<file path="src/rtl/core/hmmev_pkg.sv">
package hmmev_pkg;

  localparam int unsigned LogW    = 40;
  localparam int unsigned ProbW   = 16;
  localparam int unsigned ProdW   = 32;
  localparam int unsigned XW      = 24;
  localparam int unsigned SumW    = 48;
  localparam int unsigned QDepth  = 4;
  localparam int unsigned QIdxW   = 2;

  localparam logic [3:0]  RegLogLik  = 4'd0;

  localparam logic signed [55:0] Log2eQ30 = 56'sd1549082005;
  localparam logic [29:0]        Ln2Q30   = 30'd744261118;
  localparam logic signed [41:0] XClampHi = 42'sd4194304;
  localparam logic signed [41:0] XClampLo = -42'sd4194304;
  localparam logic [17:0]        Recip6   = 18'd174763;
  localparam logic [SumW-1:0]    Max48    = {SumW{1'b1}};

  typedef struct packed {
    logic [ProdW-1:0]     prod;
    logic signed [XW-1:0] x;
    logic                 zero;
    logic                 last;
  } term_t;

  typedef enum logic [3:0] {
    StIdle,
    StY,
    StT,
    StSq,
    StCube,
    StPoly,
    StMant,
    StScale,
    StShift,
    StAcc
  } back_state_e;

  function automatic logic [30:0] pow2_frac(input logic [3:0] k);
    logic [30:0] r;
    begin
      case (k)
        4'd0: r = 31'd1073741824;
        4'd1: r = 31'd1121280436;
        4'd2: r = 31'd1170923762;
        4'd3: r = 31'd1222764986;
        4'd4: r = 31'd1276901417;
        4'd5: r = 31'd1333434672;
        4'd6: r = 31'd1392470869;
        4'd7: r = 31'd1454120821;
        4'd8: r = 31'd1518500250;
        4'd9: r = 31'd1585730000;
        4'd10: r = 31'd1655936265;
        4'd11: r = 31'd1729250834;
        4'd12: r = 31'd1805811301;
        4'd13: r = 31'd1885761398;
        4'd14: r = 31'd1969251188;
        default: r = 31'd2056437386;
      endcase
      return r;
    end
  endfunction

endpackage

</file>
<file path="src/rtl/core/hmmev_front.sv">
module hmmev_front (
  input  logic [hmmev_pkg::ProbW-1:0]       joint_prob_i,
  input  logic [hmmev_pkg::ProbW-1:0]       emit_prob_i,
  input  logic signed [hmmev_pkg::LogW-1:0] fwd_log_i,
  input  logic signed [hmmev_pkg::LogW-1:0] bwd_log_i,
  input  logic                              last_term_i,
  input  logic signed [hmmev_pkg::LogW-1:0] log_lik_i,
  output hmmev_pkg::term_t                  term_o
);

  logic [31:0]        prod;
  logic signed [41:0] xsum;

  // joint weight times emission, and the clamped exponent
  assign prod = 32'(joint_prob_i) * 32'(emit_prob_i);
  assign xsum = 42'(fwd_log_i) + 42'(bwd_log_i) - 42'(log_lik_i);

  always_comb begin
    term_o.prod = prod[hmmev_pkg::ProdW-1:0];
    term_o.zero = (prod == 32'd0);
    term_o.last = last_term_i;
    if (xsum > hmmev_pkg::XClampHi) begin
      term_o.x = hmmev_pkg::XClampHi[hmmev_pkg::XW-1:0];
    end else if (xsum < hmmev_pkg::XClampLo) begin
      term_o.x = hmmev_pkg::XClampLo[hmmev_pkg::XW-1:0];
    end else begin
      term_o.x = xsum[hmmev_pkg::XW-1:0];
    end
  end

endmodule

</file>
<file path="config.mk">
export PLATFORM = sky130hd
export DESIGN_NAME = hmmev_front
export DESIGN_NICKNAME = d
export VERILOG_FILES = /design/src/rtl/core/hmmev_pkg.sv /design/src/rtl/core/hmmev_front.sv
export SDC_FILE = /design/constraint.sdc
export NUM_CORES = 1
export LEC_CHECK = 0
export BUFFER_PORTS_ARGS = -buffer_cell sky130_fd_sc_hd__buf_4
export CAP_MARGIN = 25
export CELL_PAD_IN_SITES_DETAIL_PLACEMENT = 1
export CELL_PAD_IN_SITES_GLOBAL_PLACEMENT = 1
export CORE_UTILIZATION = 40
export DETAILED_ROUTE_END_ITERATION = 8
export PLACE_DENSITY_LB_ADDON = 0.08
export SYNTH_ARGS = -nofsm -noshare
export SYNTH_HDL_FRONTEND = slang
export SYNTH_SLANG_ARGS = --single-unit
export TNS_END_PERCENT = 1
</file>
<file path="constraint.sdc">
create_clock -name vclk -period 8.4
set_input_delay 0 -clock vclk [all_inputs]
set_output_delay 0 -clock vclk [all_outputs]
set_load 0.005 [all_outputs]
</file>
==> results of run 1 <==
stage by stage:
stage / worst slack, ps / hold slack [ps] / instance area [um^2] / util
after global placement: 1420 / 0.0601 / 15100 / 0.464
after CTS: 1300 / 0.0601 / 15100 / 0.464
final: 1360 / 0.00199 / 15100 / 0.464
after floorplan: 2370 / 80.8 / 13200 / -
after detailed placement: 1350 / 0.0601 / 15100 / 0.464
after global routing: 948 / 0.0171 / 15100 / 0.464
power groups by stage:
stage	clock network (mW)	registers (mW)	logic, mW
3_5_place_dp	0	0	6.89
6_report	0	0	6.82
4_1_cts	0	0	6.96
2_1_floorplan	0	0	4.22
3_3_place_gp	0	0	6.80
5_1_grt	0	0	7.62
layout make-up:
type	count	area share
multi-input combinational	1209	0.760
timing repair buffer	210	0.104
inverter	396	0.0985
tap	442	0.0366
cells by family after synthesis:
kind of cell / count (synthesis) / synth area share
buf+inv: 453 / 0.131
mux: 10 / 0.00824
simple gates: 488 / 0.186
compound gates: 266 / 0.139
fa+ha+maj: 380 / 0.493
xor+xnor: 65 / 0.0431
how the worst max path moves through the flow:
stage           endpoint  slack [ps]
6_report       term_o[1]        1360
5_1_grt        term_o[1]         950
4_1_cts        term_o[1]        1300
3_5_place_dp   term_o[1]        1350
3_3_place_gp   term_o[1]        1420
2_1_floorplan  term_o[1]        2370
cell usage in the layout, fill, tap and decap left out, types with 4 or more instances in the layout:
cell / count
a21o_1: 26
or3_1: 7
buf_4: 210
nor2_1: 49
o21a_1: 10
o211ai_1: 14
mux2i_1: 6
ha_1: 146
nor4b_1: 4
xnor2_1: 40
nand2_1: 195
a21boi_0: 4
a21oi_2: 12
a221o_1: 5
fa_1: 234
and2_1: 127
inv_1: 396
nor4_1: 10
nand4_1: 22
or4_1: 4
o21ai_0: 48
a21boi_2: 8
xor2_1: 25
and4_1: 6
nand3_1: 7
a211oi_1: 9
and3_1: 6
nand2b_1: 7
a21oi_1: 74
a31oi_1: 8
nor3_1: 27
o21bai_1: 5
or2_2: 4
metal layers:
metal	routed length (um)	global-route usage	up-vias
li1	-	-	5552
met1	17100	0.321	5828
met2	19500	0.434	230
met3	1480	0.0162	40
met4	808	0.0447	0
met5	0	0	-
==> summary.txt, run 1 <==
Power and ir drop
  – Share of power burned in the clock network: 0
  – Static Leak: around 7.9 nW
  – Part of the power in combinational logic: 1.000
  – Switching Share: 0.561
  – Psw: between 3 and 4 mW
  – Design Power: 6.82 mW
  – Sequential share of power: 0
  – Max VDD drop: between 0.0003 and 0.0004 V
  – Int Power: approximately 3 mW
  – Power Density: about 450 nW/um^2

Synth
  – Top cell type by total area after synthesis: fa_1
  – Synth Instances: between 1500 and 2000
  – Area contributors post-synth: fa_1, ha_1, inv_1
  – Synth top cells by count: inv_1, fa_1, nand2_1, ha_1, and2_1
  – Cell with the most instances after synthesis: inv_1
  – Mean Syn Cell Area: between 7 and 8 um^2
  – Yosys warns: 0
  – Share of the synthesized area in the top cell type: 0.355
  – Synthesized area: 13200 um^2
  – Synth Net Count: approximately 2200
  – Post-synth cell types: between 70 and 80
  – Seq/Total Area, Yosys: 0

Floorplanning
  – IO Pins: 211
  – FP Rows: 66
  – Width of the die: between 150 and 200 um
  – Die area: ~34000 um^2
  – Die Ht: around 180 um
  – Initial Util: 0.406
  – Core area: between 30000 and 40000 um^2

Route
  – Routed via count: between 10000 and 15000
  – Via/cell ratio: slightly above 5
  – TritonRoute pass-1 iters: 4
  – Antenna-violating nets left: 0
  – Initial DRC Count: roughly 440
  – DR WL/cell: 17.2 um
  – Final WL: slightly below 40 mm
  – DRC violations left: 0

Timing
  – Highest clock rate: ~140 MHz
  – Final Hold Fails: 0
  – Setup TNS: 0 ps
  – Measured slew at the worst slew-check pin: ~900 ps
  – Slew Limit Fails: 0
  – RSZ-0062 raised after global routing: false
  – Tmin final: 7040 ps
  – Final Cycle Share: 0.838
  – Worst slew margin: 0.391
  – Final setup fails: 0

Min path
  – Hold path depth: 0
  – HP Start: last_term_i
  – Hold endpoint: term_o[0]
  – HP Class: input port to output port

Critical path
  – CP endpoint kind: output port
  – Critical path launch point type: input port
  – Maximum fanout along the worst path: 16
  – Worst path most repeated cell: fa_1
  – Beginning of the critical path: joint_prob_i[1]
  – Critical path buffers and inverters: 4
  – Worst Path Arrival: about 7000 ps
  – Crit-path slowest cell: nor4b_1
  – Critical path's top delay family: adder cells
  – Crit-path cells: buf_4 > and2_1 > fa_1 > fa_1 > ha_1 > inv_1 > fa_1 > fa_1 > fa_1 > inv_1 > ha_1 > and3_1 > a221oi_2 > o211ai_1 > a41oi_1 > xnor2_1 > or4_1 > nor4b_1 > nand4b_1 > nor3_1 > nor4b_1 > buf_4
  – Setup CP Type: input port to output port
  – Largest stage delay on the critical path: 760 ps
  – Crit path depth: 22
  – Required @ worst endpoint: between 8000 and 9000 ps

Finish
  – Synthesis-to-finish area growth: 14.3%
  – Layout Nets: approximately 2400
  – Antenna diode count: 0
  – Seq cells: 0
  – Post-route insts no fill: roughly 2300
  – Multi-input logic area: 11500 um^2
  – CLK BUF: 0
  – Register area: 0 um^2
  – Layout cells sized above 1: 0.136
  – Fill cells: 4090

Clock network
  – Post-cts sizing count: 0
  – Postcts setup bufs: 0
  – CTS Hold Bufs: 0

Run
  – Max_cap viols: 0

Placed design
  – Port bufs: ~210
  – Post-detail-place hpwl: 33.7 mm
  – Placed Cells incl. Taps: ~2300
  – Final GP Congestion: 0.879

Status
  – Status: finished clean

GRT
  – Initial antenna violation count: 0
  – Wire length of the first global-routing pass: 66.0 mm
  – GRT overflow: 0
  – Largest net degree at the start of global routing: 24
  – Total GRT Usage: 0.242
  – Vias in the first global route: around 13000
Note: power is estimated with default switching activity, not from simulation.
==> run 2, diff against run 1 <==
==> constraint.sdc (replaced) <==
create_clock -name vclk -period 5.71
set_input_delay 0 -clock vclk [all_inputs]
set_output_delay 0 -clock vclk [all_outputs]
set_load 0.005 [all_outputs]
==> summary.txt, run 2 (synthesis gave the netlist of run 1 again) <==
Status
  – Status: finished, violations left
  – Failing checks: negative setup slack

Timing
  – Hold slack: 0.00227 ps (+0.000277 ps)
  – Measured slew at the worst slew-check pin: 744 ps (-157 ps)
  – RSZ-0062 raised after global routing: true
  – Final setup fails: 8 (+8)
  – Worst slew margin: 0.499 (+0.108)
  – Slew Limit Fails: 0 (unchanged)
  – Setup ws final: -638 ps (-2000 ps)
  – Final Cycle Share: 1.11
  – Tmin final: roughly 6300 ps
  – Highest clock rate: 158 MHz
  – Final Hold Fails: 0 (unchanged)

Critical path
  – Required @ worst endpoint: 5710 ps (-2690 ps)
  – Maximum fanout along the worst path: 9 (-7)
  – Critical path launch point type: input port
  – CP endpoint kind: output port
  – Worst Path Arrival: 6350 ps (-690 ps)
  – Setup CP Type: input port to output port
  – Largest stage delay on the critical path: 560 ps (-200 ps)
  – Crit-path slowest cell: fa_2
  – Worst path most repeated cell: fa_1

Route
  – Antenna-violating nets left: 0 (unchanged)
  – Via/cell ratio: 5.10 (-1.2%)
  – Final WL: 40.7 mm (+4.8%)
  – DRC violations left: 0 (unchanged)
  – Initial DRC Count: 383 (-12%)
  – DR WL/cell: 16.9 um (-2.0%)
  – Routed via count: 12300 (+5.6%)
  – TritonRoute pass-1 iters: 4 (unchanged)

Floorplanning
  – Die area: 33700 um^2 (unchanged)
  – Width of the die: 184 um (unchanged)
  – Die Ht: 184 um (unchanged)
  – Core area: 32500 um^2 (unchanged)
  – Initial Util: 0.406 (unchanged)
  – IO Pins: 211 (unchanged)
  – FP Rows: 66 (unchanged)

Finish
  – Commonest non-fill, non-tap cell in the layout: inv_1
  – Seq cells: 0 (unchanged)
  – CLK BUF: 0 (unchanged)
  – Most frequent cells in the layout: inv_1, buf_4, fa_1
  – Antenna diode count: 0 (unchanged)
  – Synthesis-to-finish area growth: 25.4%
  – Layout cells sized above 1: 0.222 (+0.0868)
  – Layout Nets: 2505 (+6.6%)
  – Register area: 0 um^2 (unchanged)
  – Fill cells: 4043 (-1.1%)
  – Multi-input logic area: 11700 um^2 (+1.6%)

GRT
  – Total GRT Usage: 0.249 (+0.00706)
  – GRT overflow: 0 (unchanged)
  – Initial antenna violation count: 0 (unchanged)
  – M2 GR Usage: 0.452 (+0.0182)
  – Routing usage on met1: 0.322 (+0.000904)
  – Met3 Usage GRT: 0.0107 (-0.00555)
  – Wire length of the first global-routing pass: 68.0 mm (+3.0%)
  – Largest net degree at the start of global routing: 24 (unchanged)
  – GR peak layer: met2
  – Vias in the first global route: 13500 (+5.2%)

Placed design
  – Post-detail-place hpwl: 36.5 mm (+8.4%)
  – Port bufs: 209 (unchanged)
  – Final GP Congestion: 0.880 (about the same)
  – Post-Place Worst Slack: -931 ps (-2280 ps)

Clock network
  – CTS Hold Bufs: 0 (unchanged)

Min path
  – HP Class: input port to output port

Run
  – Max_cap viols: 0 (unchanged)
## run 2: per-layer routing
metal  share of wire  up-vias
met5               0        -
met4           0.031        0
met3           0.027       74
met2            0.51      248
met1            0.43     6124
li1                -     5853
## run 2: cell type report
class | instances | share of cell area
repair buffers | 365 | 0.172
inverters | 396 | 0.0898
multi-input cells | 1209 | 0.704
well taps | 442 | 0.0334
## run 2: path summary, 6_finish.rpt
kind,from,to,depth (start not counted)
hold / removal,last_term_i,term_o[0],0
setup / recovery,emit_prob_i[6],term_o[1],25
## run 2: through the flow
step,area [um^2],utilization,std cells,TNS (ps)
after global placement,16300,0.501,2402,-2550
after global routing,16600,0.509,2412,-4660
after floorplan,13300,-,1662,0
after detailed placement,16300,0.501,2402,-3980
final,16600,0.509,2412,-2500
after CTS,16500,0.509,2412,-2730
## run 2: timing repair
action | in CTS | in global routing
setup endpoints to repair | 12 | 12
setup buffers | 10 | 0
hold endpoints to repair | 0 | 0
pin swaps | 41 | 11
gates resized for setup | 45 | 3
## run 2: critical path, delay by kind of cell
| kind | cells | cell delay [ps] |
|---|---|---|
| fa+ha+maj | 7 | 3100 |
| simple gates | 6 | 1290 |
| compound gates | 4 | 1030 |
| buf+inv | 7 | 770 |
| mux | 1 | 160 |
Power of run 2 is not shown: default switching activity piles up to over one toggle a cycle in this logic, so the estimate is an artifact.
==> run 3, diff against run 2 <==
==> constraint.sdc (replaced) <==
create_clock -name vclk -period 6
set_input_delay 0 -clock vclk [all_inputs]
set_output_delay 0 -clock vclk [all_outputs]
set_load 0.005 [all_outputs]
==> summary.txt, run 3 (synthesis gave the netlist of run 1 again) <==
Route
  – Routed via count: 12200 (-0.55%)
  – DRC violations left: 0 (unchanged)
  – Initial DRC Count: 404 (+5.5%)
  – DR WL/cell: 16.8 um (-0.25%)
  – TritonRoute pass-1 iters: 5 (+1)
  – Final WL: 40.4 mm (-0.62%)
  – Via/cell ratio: 5.09 (-0.18%)
  – Antenna-violating nets left: 0 (unchanged)

Finish
  – Fill cells: 4048 (+0.12%)
  – Most frequent cells in the layout: inv_1, buf_4, fa_1
  – Commonest non-fill, non-tap cell in the layout: inv_1
  – Seq cells: 0 (unchanged)
  – Antenna diode count: 0 (unchanged)
  – Layout Nets: 2496 (-0.36%)
  – Synthesis-to-finish area growth: 25.8%
  – Layout cells sized above 1: 0.227 (+0.00510)
  – Register area: 0 um^2 (unchanged)
  – CLK BUF: 0 (unchanged)

Timing
  – Final Cycle Share: 1.05
  – RSZ-0062 raised after global routing: true
  – Worst slew margin: 0.495 (-0.00409)
  – Final Hold Fails: 0 (unchanged)
  – Slew Limit Fails: 0 (unchanged)
  – Setup ws final: -328 ps (+310 ps)
  – Hold slack: 0.00230 ps (+0.0000281 ps)
  – Measured slew at the worst slew-check pin: 750 ps (+6.08 ps)
  – Highest clock rate: about 160 MHz
  – Tmin final: approximately 6300 ps
  – Final setup fails: 4 (-4)

Placed design
  – Final GP Congestion: 0.902 (+2.5%)
  – Post-detail-place hpwl: 36.0 mm (-1.4%)
  – Port bufs: 209 (unchanged)

Critical path
  – Beginning of the critical path: joint_prob_i[4]
  – Setup CP Type: input port to output port
  – CP endpoint kind: output port
  – Largest stage delay on the critical path: 600 ps (+40 ps)
  – Crit-path cells: buf_12 > buf_6 > and2_4 > fa_1 > fa_1 > fa_2 > fa_1 > fa_1 > inv_1 > fa_1 > inv_2 > ha_4 > and2_4 > a221o_1 > nor3b_2 > o21ai_1 > a221o_1 > buf_4 > xor2_1 > nor4_1 > nand4b_1 > nor3_2 > nor4b_4 > buf_4
  – Critical path launch point type: input port
  – Maximum fanout along the worst path: 8 (-1)
  – Worst Path Arrival: 6330 ps (-20 ps)
  – Required @ worst endpoint: 6000 ps (+290 ps)
  – Crit-path slowest cell: fa_1
  – Worst path most repeated cell: fa_1
  – Crit path to: term_o[1]

GRT
  – Initial antenna violation count: 0 (unchanged)
  – GRT overflow: 0 (unchanged)
  – Vias in the first global route: 13700 (+1.3%)
  – Total GRT Usage: 0.247 (-0.00169)
  – Largest net degree at the start of global routing: 24 (unchanged)
  – Wire length of the first global-routing pass: 67.9 mm (-0.12%)

Min path
  – HP Class: input port to output port

Floorplanning
  – Core area: 32500 um^2 (unchanged)
  – Die Ht: 184 um (unchanged)
  – Initial Util: 0.406 (unchanged)
  – Die area: 33700 um^2 (unchanged)
  – Width of the die: 184 um (unchanged)
  – IO Pins: 211 (unchanged)
  – FP Rows: 66 (unchanged)

Run
  – Max_cap viols: 0 (unchanged)

Status
  – Status: finished, violations left
  – Failing checks: negative setup slack

Clock network
  – CTS Hold Bufs: 0 (unchanged)
-- run 3: changes by cell type in the layout (fill, tap and decap cells not counted), sizes merged --
cell	previous run	this run
buf	365	356
-- run 3: worst min path at each step --
stage / to / cells past startpoint / start / slack [ps]
6_report: term_o[0] / 0 / last_term_i / 0.002
5_1_grt: term_o[0] / 0 / last_term_i / 0.01
4_1_cts: term_o[0] / 0 / last_term_i / 0.06
3_5_place_dp: term_o[0] / 0 / last_term_i / 0.06
3_3_place_gp: term_o[0] / 0 / last_term_i / 0.06
2_1_floorplan: term_o[0] / 1 / last_term_i / 80
-- run 3: what timing repair did --
| action | 4_1_cts | 5_1_grt |
|---|---|---|
| pin swaps | 37 | 27 |
| gates resized for setup | 57 | 27 |
| endpoints found under the setup margin | 5 | 7 |
| buffers inserted | 12 | 4 |
-- run 3: critical path: cells and delay by family --
kind	cells	cell delay, ps
buffers and inverters	6	660
xor gates and xnor gates	1	150
and+or+nand+nor	7	1240
AOI/OAI and AO/OA	3	880
adders and majority gates	7	3370
-- run 3: final cells by class --
type,instances,area (um^2),share of cell area
Inverter,396,1490,0.0895
Tap cell,442,553,0.0333
Multi-Input combinational cell,1209,11800,0.708
Timing Repair Buffer,356,2820,0.170
-- run 3: through the flow --
stage,instance area (um^2),setup slack (ps),instances,utilization,setup TNS [ps]
after floorplan,13200,33.8,1662,-,0
after global placement,16100,-470,2387,0.496,-662
after detailed placement,16100,-576,2387,0.496,-1130
after CTS,16500,-291,2399,0.506,-706
after global routing,16600,-502,2403,0.511,-1910
final,16600,-328,2403,0.511,-785
-- run 3: per-layer routing --
layer / wire length [um] / global-route usage / vias to the layer above
li1: - / - / 5843
met1: 17500 / 0.315 / 6085
met2: 20900 / 0.457 / 243
met3: 1030 / 0.0119 / 60
met4: 1050 / 0.0593 / 0
met5: 0 / 0 / -
Power of run 3 is left out for the same reason.
