## config.mk

```make
export PLATFORM = sky130hd
export DESIGN_NAME = hmmev_queue
export DESIGN_NICKNAME = d
export VERILOG_FILES = /design/src/rtl/core/hmmev_pkg.sv /design/src/rtl/core/hmmev_queue.sv
export SDC_FILE = /design/constraint.sdc
export NUM_CORES = 1
export LEC_CHECK = 0
export BUFFER_PORTS_ARGS = -buffer_cell sky130_fd_sc_hd__buf_2
export CAP_MARGIN = 30
export CORE_ASPECT_RATIO = 2
export CORE_UTILIZATION = 61
export DETAILED_ROUTE_END_ITERATION = 7
export PLACE_DENSITY_LB_ADDON = 0.1
export SYNTH_ARGS = -nofsm -noshare
export SYNTH_HDL_FRONTEND = slang
export SYNTH_SLANG_ARGS = --single-unit
```

## constraint.sdc

```tcl
create_clock -name clk_i -period 4.06 [get_ports clk_i]
set_input_delay 0.203 -clock clk_i [delete_from_list [all_inputs] [get_ports clk_i]]
set_output_delay 0.203 -clock clk_i [all_outputs]
set_load 0.005 [all_outputs]
```

## src/rtl/core/hmmev_pkg.sv

```systemverilog
package hmmev_pkg;

  localparam int unsigned LogW    = 40;
  localparam int unsigned ProbW   = 16;
  localparam int unsigned ProdW   = 32;
  localparam int unsigned XW      = 24;
  localparam int unsigned SumW    = 48;
  localparam int unsigned QDepth  = 4;
  localparam int unsigned QIdxW   = 2;

  localparam logic [3:0]  RegLogLik  = 4'd0;

  localparam logic signed [55:0] Log2eQ30 = 56'sd1549082005;
  localparam logic [29:0]        Ln2Q30   = 30'd744261118;
  localparam logic signed [41:0] XClampHi = 42'sd4194304;
  localparam logic signed [41:0] XClampLo = -42'sd4194304;
  localparam logic [17:0]        Recip6   = 18'd174763;
  localparam logic [SumW-1:0]    Max48    = {SumW{1'b1}};

  typedef struct packed {
    logic [ProdW-1:0]     prod;
    logic signed [XW-1:0] x;
    logic                 zero;
    logic                 last;
  } term_t;

  typedef enum logic [3:0] {
    StIdle,
    StY,
    StT,
    StSq,
    StCube,
    StPoly,
    StMant,
    StScale,
    StShift,
    StAcc
  } back_state_e;

  function automatic logic [30:0] pow2_frac(input logic [3:0] k);
    logic [30:0] r;
    begin
      case (k)
        4'd0: r = 31'd1073741824;
        4'd1: r = 31'd1121280436;
        4'd2: r = 31'd1170923762;
        4'd3: r = 31'd1222764986;
        4'd4: r = 31'd1276901417;
        4'd5: r = 31'd1333434672;
        4'd6: r = 31'd1392470869;
        4'd7: r = 31'd1454120821;
        4'd8: r = 31'd1518500250;
        4'd9: r = 31'd1585730000;
        4'd10: r = 31'd1655936265;
        4'd11: r = 31'd1729250834;
        4'd12: r = 31'd1805811301;
        4'd13: r = 31'd1885761398;
        4'd14: r = 31'd1969251188;
        default: r = 31'd2056437386;
      endcase
      return r;
    end
  endfunction

endpackage

```

## src/rtl/core/hmmev_queue.sv

```systemverilog
module hmmev_queue (
  input  logic             clk_i,
  input  logic             rst_ni,
  input  logic             wr_i,
  input  hmmev_pkg::term_t wdata_i,
  output logic             full_o,
  input  logic             rd_i,
  output logic             empty_o,
  output hmmev_pkg::term_t rdata_o
);

  hmmev_pkg::term_t             mem_q [hmmev_pkg::QDepth];
  logic [hmmev_pkg::QIdxW-1:0]  wptr_q, rptr_q;
  logic [hmmev_pkg::QIdxW:0]    cnt_q;

  assign full_o  = (cnt_q == (hmmev_pkg::QIdxW+1)'(hmmev_pkg::QDepth));
  assign empty_o = (cnt_q == '0);
  assign rdata_o = mem_q[rptr_q];

  always_ff @(posedge clk_i) begin
    if (wr_i && !full_o) begin
      mem_q[wptr_q] <= wdata_i;
    end
  end

  always_ff @(posedge clk_i or negedge rst_ni) begin
    if (!rst_ni) begin
      wptr_q <= '0;
      rptr_q <= '0;
      cnt_q  <= '0;
    end else begin
      if (wr_i && !full_o) wptr_q <= wptr_q + 1'b1;
      if (rd_i && !empty_o) rptr_q <= rptr_q + 1'b1;
      cnt_q <= cnt_q + (hmmev_pkg::QIdxW+1)'(wr_i && !full_o)
                     - (hmmev_pkg::QIdxW+1)'(rd_i && !empty_o);
    end
  end

endmodule

```

==> impl_metrics.py, run 1 <==
metrics = {
    "route": {
        "drt-total-wl_mm": 15.51,
        "route.detailed.drc": 0,
        "antenna_left": 0,
        "vias": 4197,
        "wl_per_cell_um": 20.67,
        "first_pass_iters": 4,
        "drt_iter0_drc": 313,
        "via_per_inst": 5.596,
    },
    "clock_network": {
        "cts-htree-levels": 1,
        "ctsRootBufferMaster": "clkbuf_16",
        "cts.sinks": 239,
        "clockBufferDepth": 3,
        "cts_buffers": 20,
        "cts_tree": "built",
        "clk_pin_slew_ps": 60,
        "cts_setup_buffers": 0,
        "insertion_delay_ps": 490,
    },
    "logic_synthesis": {
        "syn_nets": 414,
        "yosysTopAreaCell": "edfxtp_1",
        "ys_ff_latch": 239,
        "synth_cells": 345,
        "synth_warnings": 0,
        "synth_cell_types": 20,
        "yosysSeqAreaShare": 0.8018,
        "synth_area_per_cell_um2": 25.82,
        "synthTopCellsByArea": "edfxtp_1 78%, mux4_2 15%, dfrtp_1 2.0%",
        "synth_top_area_share": 0.7821,
        "netlist_area_um2": 8907,
    },
    "timing": {
        "fmaxAchievable_mhz": 374.3,
        "fin_crit_sh": 0.6581,
        "maxSlewViolCount": 0,
        "tightest_slew_ps": 864.7,
        "finalSetupViolations": 0,
        "rsz0062_at_grt": "no",
        "hold_viol": 0,
        "finalSetupTns_ps": 0,
        "fin_worst_skew_ps": 8.457,
        "final.min_clock_period_ps": 2672,
        "slew_headroom": 0.4235,
    },
    "layout": {
        "syn2layout_area_growth_pct": 22.60,
        "layout_common_cells": "232 x edfxtp_1, 121 x buf_2, 59 x dlygate4sd3_1",
        "final_common_cell": "edfxtp_1",
        "nNetsFinal": 612,
        "final_layout_size_suffix_gt1_frac": 0.4022,
        "nFillCells": 832,
    },
    "setup_path": {
        "crit_type": "reg2out",
        "crit_path_end_kind": "output pin",
        "crit_chain": "buf_4 -> mux4_2 -> buf_2",
        "worstPathArrival_ps": 2470,
        "cp.required_ps": 3860,
        "startpoint_type": "flip-flop",
        "critical_path.slowest_cell": "dfrtp_4",
        "path_max_fanout": 29,
        "critical_path_buf_inv_count": 2,
        "critPathTopFamily": "flip-flops",
        "slowest_delay_ps": 790,
    },
    "floorplan": {
        "start_util": 0.6240,
        "io_pins": 122,
        "coreArea_um2": 14270,
        "chipWidth_um": 87.45,
        "core.rowCount": 62,
        "die_y_um": 172.9,
        "die_area_um2": 15120,
    },
    "job": {
        "drv_cap": 0,
    },
    "placed_design": {
        "port_buffers": 121,
        "gp_congestion": 0.7508,
        "place_hpwl_mm": 9.446,
    },
    "grt": {
        "grt_max_degree": 39,
        "grt_pass1_vias": 4496,
        "antenna_found_initial": 1,
        "grt_first_pass_wirelength_mm": 23.79,
        "grt_usage": 0.2180,
        "grt-ovfl-total": 0,
    },
    "status": {
        "outcome": "completed",
    },
    "power": {
        "powerDensity_nw_per_um2": 674.0,
        "peakVddDrop_uv": 475.7,
        "power_mw": 7.361,
        "p_leak_nw": 3.811,
    },
    "worst_hold_path": {
        "hold_class": "in2reg",
    },
}
-- worst min-delay path: stages --
cell	delay [ps]
buf_2	110
o31ai_1	100
xnor2_1	70
-- logic make-up (layout without fill, tap and decap cells) --
kind of cell / after synthesis / in the layout / share of synthesized area
flip-flops: 239 / 239 / 0.8018
multiplexers: 58 / 58 / 0.1466
buffers and inverters: 20 / 232 / 0.02177
AND/OR/NAND/NOR: 13 / 13 / 0.01166
adder cells (fa/ha/maj): 7 / 7 / 0.01068
AO/OA/AOI/OAI: 4 / 4 / 0.003512
XOR/XNOR: 4 / 4 / 0.003933
other: 0 / 1 / 0
-- final cells by class --
cell class | count | area [um^2] | share of cell area
multi-input combinational | 86 | 1577 | 0.1444
inverter | 6 | 22.52 | 0.002062
sequential | 239 | 7147 | 0.6544
clock inverter | 9 | 92.59 | 0.008478
tap | 192 | 240.2 | 0.02200
clock buffer | 27 | 568.0 | 0.05202
timing repair buffer | 190 | 1271 | 0.1164
antenna | 1 | 2.502 | 0.0002291
-- metrics by stage --
stage | setup WS, ps | cell area, um^2 | instances | utilization | hold slack (ps)
2_1_floorplan | 1525 | 8907 | 345 | - | -92.59
4_1_cts | 1311 | 10920 | 749 | 0.7649 | 24.54
3_5_place_dp | 1766 | 9667 | 654 | 0.6772 | 48.38
5_1_grt | 1210 | 10920 | 750 | 0.7651 | 48.72
3_3_place_gp | 1802 | 9667 | 654 | 0.6772 | 46.00
6_report | 1388 | 10920 | 750 | 0.7651 | 39.53
-- metal layers --
layer / track usage / vias up / routed length [um]
met5: 0 / - / 0
met4: 0.07787 / 0 / 369
met3: 0.03055 / 28 / 533
met2: 0.3776 / 114 / 8648
met1: 0.2802 / 2190 / 5955
li1: - / 1865 / -
-- worst paths after layout --
kind                                start            to  slack, ps  depth (start not counted)
worst min register to register  wptr_q[1]     wptr_q[1]        620                          2
worst max-delay path            rptr_q[0]   rdata_o[41]       1390                          3
min in group asynchronous          rst_ni      cnt_q[1]         90                          2
max in group asynchronous          rst_ni     rptr_q[0]       3790                          2
worst max register to register   cnt_q[2]  mem_q[0][19]       1790                          3
worst min-delay path                 rd_i     rptr_q[0]         40                          3
-- sequential cells by signal, summed over array words and instances (netlist names) --
signal and count:
mem_q 232, cnt_q 3, rptr_q 2, wptr_q 2
-- report_power, final --
part / internal [mW] / total [mW] / switching (mW)
registers: 3.25 / 3.54 / 0.287
logic: 1.04 / 1.92 / 0.881
clock network: 1.11 / 1.90 / 0.794
-- Yosys cell counts --
| cell type | number |
|---|---|
| and3b_1 | 4 |
| buf_12 | 6 |
| buf_2 | 5 |
| buf_4 | 2 |
| buf_6 | 1 |
| dfrtp_1 | 7 |
| edfxtp_1 | 232 |
| fa_1 | 1 |
| ha_1 | 6 |
| inv_1 | 6 |
| mux4_2 | 58 |
| nand2_1 | 1 |
| nand2b_1 | 4 |
| nand4bb_1 | 2 |
| nor3_1 | 1 |
| nor3b_2 | 1 |
| o211ai_1 | 2 |
| o311ai_0 | 1 |
| o31ai_1 | 1 |
| xnor2_1 | 4 |
-- repair_timing --
item	CTS	global route
resized for setup	0	0
setup endpoints to repair	0	0
hold endpoints to repair	239	0
hold buffers	59	0
(Power assumes the default switching activity.)
==> inputs of run 2 (changes only) <==
--- a/config.mk
+++ b/config.mk
@@ -8,7 +8,7 @@
 export BUFFER_PORTS_ARGS = -buffer_cell sky130_fd_sc_hd__buf_2
 export CAP_MARGIN = 30
 export CORE_ASPECT_RATIO = 2
-export CORE_UTILIZATION = 61
+export CORE_UTILIZATION = 57
 export DETAILED_ROUTE_END_ITERATION = 7
 export PLACE_DENSITY_LB_ADDON = 0.1
 export SYNTH_ARGS = -nofsm -noshare
==> constraint.sdc (replaced) <==
create_clock -name clk_i -period 2.7 [get_ports clk_i]
set_input_delay 0.135 -clock clk_i [delete_from_list [all_inputs] [get_ports clk_i]]
set_output_delay 0.135 -clock clk_i [all_outputs]
set_load 0.005 [all_outputs]
==> impl_metrics.py, run 2 (same netlist as run 1, synthesis figures left out) <==
metrics = {
    "clock_network": {
        "clk_pin_slew_ps": 70,
        "ctsRootBufferMaster": "clkbuf_16",
        "clockBufferDepth": 3,
        "ctsResizeCount": 0,
        "insertion_delay_ps": 480,
        "cts_tree": "built",
        "cts.sinks": 239,
        "cts-htree-levels": 1,
        "ctsHoldBuffers": 62,
        "cts_setup_buffers": 0,
        "cts_buffers": 20,
    },
    "setup_path": {
        "path_max_fanout": 24,
        "worstPathArrival_ps": 2250,
        "cp.required_ps": 2570,
        "startpoint_type": "flip-flop",
        "crit_type": "reg2out",
        "crit_path_end_kind": "output pin",
    },
    "layout": {
        "final_layout_size_suffix_gt1_frac": 0.4064,
        "regMostFlops": "mem_q",
        "largest_register_ffs": 232,
        "final_common_cell": "edfxtp_1",
        "layout_common_cells": "232 x edfxtp_1, 121 x buf_2, 62 x dlygate4sd3_1",
        "top_regs": "mem_q x232, cnt_q x3",
        "antenna_cells": 0,
        "nNetsFinal": 616,
        "syn2layout_area_growth_pct": 24.95,
    },
    "floorplan": {
        "die_area_um2": 16160,
        "die_y_um": 178.8,
        "chipWidth_um": 90.40,
        "start_util": 0.5824,
        "core.rowCount": 64,
        "io_pins": 122,
        "coreArea_um2": 15290,
    },
    "power": {
        "combPwrFrac": 0.276,
        "p_leak_nw": 3.890,
        "p_seq_frac": 0.460,
        "peakVddDrop_uv": 926.4,
        "power_mw": 11.43,
        "p_int_mw": 8.394,
        "p_clk_frac": 0.264,
        "p_sw_mw": 3.038,
        "powerDensity_nw_per_um2": 1027,
        "p_sw_frac": 0.2658,
    },
    "timing": {
        "hold_viol": 0,
        "rsz0062_at_grt": "no",
        "fmaxAchievable_mhz": 418.6,
        "hold-worst-slack_ps": 398.9,
        "fin_crit_sh": 0.8847,
        "tightest_slew_ps": 510.4,
        "finalSetupViolations": 0,
        "fin_worst_skew_ps": 9.178,
        "slew_headroom": 0.6554,
        "setup_ws_ps": 311.2,
        "finalSetupTns_ps": 0,
        "maxSlewViolCount": 0,
        "final.min_clock_period_ps": 2389,
    },
    "job": {
        "drv_cap": 0,
    },
    "worst_hold_path": {
        "hold_class": "in2reg",
    },
    "grt": {
        "grt_pass1_vias": 4623,
        "antenna_found_initial": 0,
        "grt_first_pass_wirelength_mm": 24.57,
        "grt_usage": 0.2043,
        "grt_max_degree": 49,
        "grt-ovfl-total": 0,
    },
    "route": {
        "via_per_inst": 5.599,
        "route.detailed.drc": 0,
        "antenna_left": 0,
        "first_pass_iters": 4,
        "wl_per_cell_um": 21.00,
        "drt_iter0_drc": 184,
        "vias": 4250,
        "drt-total-wl_mm": 15.94,
    },
    "status": {
        "outcome": "completed",
    },
    "placed_design": {
        "pre_cts_ws_ps": 477.6,
        "port_buffers": 121,
        "gp_congestion": 0.7208,
        "place_hpwl_mm": 9.876,
    },
}
==> run 2: cell count changes in the layout (fill, tap and decap cells not counted), moves of 3 or more <==
| cell | delta |
|---|---|
| dlygate4sd3_1 | +3 |
| buf_4 | -9 |
| buf_12 | +10 |
| clkbuf_1 | -3 |
==> run 2: final cells by class <==
type	count	area (um^2)
Sequential cell	239	7147
Fill cell	933	4165
Multi-Input combinational cell	86	1577
Timing Repair Buffer	194	1434
Clock buffer	22	529.3
Tap cell	198	247.7
Clock inverter	14	172.7
Inverter	6	22.52
==> run 2: critical path, stage by stage (launching register included) <==
cell and delay, ps:
dfrtp_4 770, buf_12 270, mux4_2 560, buf_2 150
==> run 2: stage by stage <==
| stage | instance area, um^2 | util | std cells |
|---|---|---|---|
| final | 11130 | 0.7277 | 759 |
| after detailed placement | 9807 | 0.6412 | 661 |
| after global routing | 11130 | 0.7277 | 759 |
| after global placement | 9807 | 0.6412 | 661 |
| after floorplan | 8907 | - | 345 |
| after CTS | 11130 | 0.7277 | 759 |
==> run 2: power groups by stage <==
stage	combinational [mW]	clock, mW	sequential [mW]
floorplan	2.18	0	5.13
global placement	3.10	0	5.29
detailed placement	3.14	0	5.36
CTS	3.22	3.10	5.28
global route	3.41	3.22	5.34
finish	3.15	3.02	5.26
==> run 2: worst paths after layout <==
path | to | slack (ps) | cells past startpoint | startpoint
max | rdata_o[7] | 310 | 3 | rptr_q[0]
max in group asynchronous | rptr_q[0] | 1850 | 3 | rst_ni
min reg2reg | wptr_q[1] | 650 | 2 | wptr_q[1]
min | mem_q[0][52] | 400 | 2 | wdata_i[52]
min in group asynchronous | wptr_q[0] | 580 | 3 | rst_ni
max reg2reg | cnt_q[2] | 470 | 8 | cnt_q[1]
==> run 2: routing by layer <==
layer / up-vias / GRT usage / wire (um)
li1: 1878 / - / -
met1: 2208 / 0.2439 / 5805
met2: 131 / 0.3763 / 9001
met3: 33 / 0.02714 / 674
met4: 0 / 0.07863 / 458
met5: - / 0 / 0
==> inputs of run 3 (changes only) <==
--- a/config.mk
+++ b/config.mk
@@ -7,7 +7,7 @@
 export LEC_CHECK = 0
 export BUFFER_PORTS_ARGS = -buffer_cell sky130_fd_sc_hd__buf_2
 export CAP_MARGIN = 30
-export CORE_ASPECT_RATIO = 2
+export CORE_MARGIN = 2
 export CORE_UTILIZATION = 57
 export DETAILED_ROUTE_END_ITERATION = 7
 export PLACE_DENSITY_LB_ADDON = 0.1
==> constraint.sdc (replaced) <==
create_clock -name clk_i -period 2.5 [get_ports clk_i]
set_input_delay 0.125 -clock clk_i [delete_from_list [all_inputs] [get_ports clk_i]]
set_output_delay 0.125 -clock clk_i [all_outputs]
set_load 0.005 [all_outputs]
==> impl_metrics.py, run 3 (same netlist as run 1, synthesis figures left out) <==
metrics = {
    "layout": {
        "antenna_cells": 0,
        "largest_register_ffs": 232,
        "layout_common_cells": "232 x edfxtp_1, 121 x buf_2, 62 x dlygate4sd3_1",
        "top_regs": "mem_q x232, cnt_q x3",
        "stdcell_area_um2": 11070,
        "stdcell_count": 779,
        "regMostFlops": "mem_q",
        "final_layout_size_suffix_gt1_frac": 0.4014,
        "nNetsFinal": 621,
        "final_common_cell": "edfxtp_1",
        "syn2layout_area_growth_pct": 24.33,
    },
    "grt": {
        "grt_usage": 0.1919,
        "antenna_found_initial": 0,
        "grt-ovfl-total": 0,
        "grt_pass1_vias": 4567,
        "grt_max_degree": 39,
        "grt_first_pass_wirelength_mm": 24.09,
    },
    "clock_network": {
        "ctsRootBufferMaster": "clkbuf_16",
        "clk_pin_slew_ps": 60,
        "clockBufferDepth": 3,
        "cts_tree": "built",
        "cts-htree-levels": 1,
        "insertion_delay_ps": 500,
        "cts.sinks": 239,
        "cts_buffers": 24,
    },
    "timing": {
        "finalSetupTns_ps": 0,
        "fin_crit_sh": 0.9087,
        "maxSlewViolCount": 0,
        "hold_viol": 0,
        "fin_worst_skew_ps": 10.95,
        "final.min_clock_period_ps": 2272,
        "rsz0062_at_grt": "no",
        "tightest_slew_ps": 555.4,
        "slew_headroom": 0.6298,
        "finalSetupViolations": 0,
        "fmaxAchievable_mhz": 440.2,
    },
    "status": {
        "outcome": "completed",
    },
    "placed_design": {
        "gp_congestion": 0.6926,
        "dpl_cell_area_um2": 9718,
        "dp.cells": 675,
        "place_hpwl_mm": 8.769,
        "port_buffers": 121,
    },
    "route": {
        "first_pass_iters": 5,
        "vias": 4201,
        "route.detailed.drc": 0,
        "antenna_left": 0,
        "drt_iter0_drc": 236,
        "drt-total-wl_mm": 15.51,
        "via_per_inst": 5.393,
        "wl_per_cell_um": 19.91,
    },
    "setup_path": {
        "rr_startpoint": "cnt_q[1]",
        "cp.required_ps": 2380,
        "crit_type": "reg2out",
        "crit_path_end_kind": "output pin",
        "crit_chain": "buf_12 -> mux4_2 -> buf_2",
        "critical_path_buf_inv_count": 2,
        "worstPathArrival_ps": 2150,
        "path_max_fanout": 38,
        "slowest_delay_ps": 570,
        "critical_path.slowest_cell": "dfrtp_4",
        "critPathTopFamily": "flip-flops",
        "startpoint_type": "flip-flop",
        "crit_path_start": "rptr_q[0]",
    },
    "power": {
        "p_leak_nw": 3.871,
        "p_sw_frac": 0.2665,
        "p_sw_mw": 3.261,
        "p_int_mw": 8.973,
        "p_clk_frac": 0.271,
        "combPwrFrac": 0.274,
        "p_seq_frac": 0.454,
        "peakVddDrop_uv": 947.5,
        "powerDensity_nw_per_um2": 1105,
    },
    "floorplan": {
        "io_pins": 122,
        "die_area_um2": 16640,
        "chipWidth_um": 129.0,
        "core.rowCount": 45,
        "start_util": 0.5838,
        "die_y_um": 129.0,
        "coreArea_um2": 15260,
    },
    "job": {
        "drv_cap": 0,
    },
    "worst_hold_path": {
        "min_from": "wdata_i[20]",
        "hold_class": "in2reg",
    },
}
==> run 3: changes by cell type in the layout (fill, tap and decap cells not counted) <==
cell,change
clkinvlp_4,+1
clkbuf_16,+4
buf_4,+10
clkinv_2,-3
clkinv_1,-1
clkinv_4,-1
clkbuf_1,+8
bufinv_16,-3
buf_12,-9
clkbuf_8,+1
==> run 3: worst paths after layout <==
path	endpoint	slack (ps)	cells after the start
setup reg to reg	cnt_q[2]	310	8
min in group asynchronous	rptr_q[1]	590	3
hold / removal	mem_q[3][20]	370	2
hold reg to reg	wptr_q[1]	630	2
setup / recovery	rdata_o[26]	230	3
max in group asynchronous	rptr_q[0]	1620	3
==> run 3: final cells by class <==
type	count	area, um^2
Sequential cell	239	7147
Timing Repair Buffer	195	1329
Clock inverter	7	62.56
Fill cell	921	4184
Clock buffer	35	673.1
Multi-Input combinational cell	86	1577
Inverter	6	22.52
Tap cell	211	264.0
==> run 3: metrics by stage <==
stage               hold slack [ps]  utilization  setup slack [ps]  total power, mW
finish                        373.8       0.7258             228.2            12.23
global route                  365.8       0.7258             123.6            12.84
CTS                           356.6       0.7258             172.0            12.40
detailed placement           -23.67       0.6369             295.4            9.008
global placement             -28.85       0.6369             396.6            8.940
floorplan                    -170.6            -             451.4            7.866
==> run 3: timing repair <==
item / CTS / global route
hold endpoints to repair: 243 / 0
buffers inserted: 0 / 0
resized for setup: 0 / 0
hold buffers: 62 / 0
==> run 3: worst reg2reg max path, delay by kind of cell, from the launching register on <==
family / cells / cell delay [ps]
AOI/OAI and AO/OA: 1 / 390
xor gates and xnor gates: 2 / 270
adders and majority gates: 3 / 840
buffers and inverters: 2 / 130
DFF: 1 / 440
==> run 3: power by group through the flow <==
stage          Combinational, mW  Sequential (mW)  Clock (mW)
2_1_floorplan               2.35             5.51           0
3_3_place_gp                3.35             5.59           0
3_5_place_dp                3.37             5.64           0
4_1_cts                     3.45             5.56        3.38
5_1_grt                     3.66             5.63        3.55
6_report                    3.36             5.56        3.32
==> run 3: layer usage <==
layer / share of wire / track usage / up-vias
li1: - / - / 1888
met1: 0.42 / 0.2618 / 2176
met2: 0.52 / 0.3249 / 107
met3: 0.046 / 0.03950 / 30
met4: 0.020 / 0.04859 / 0
met5: 0 / 0 / -
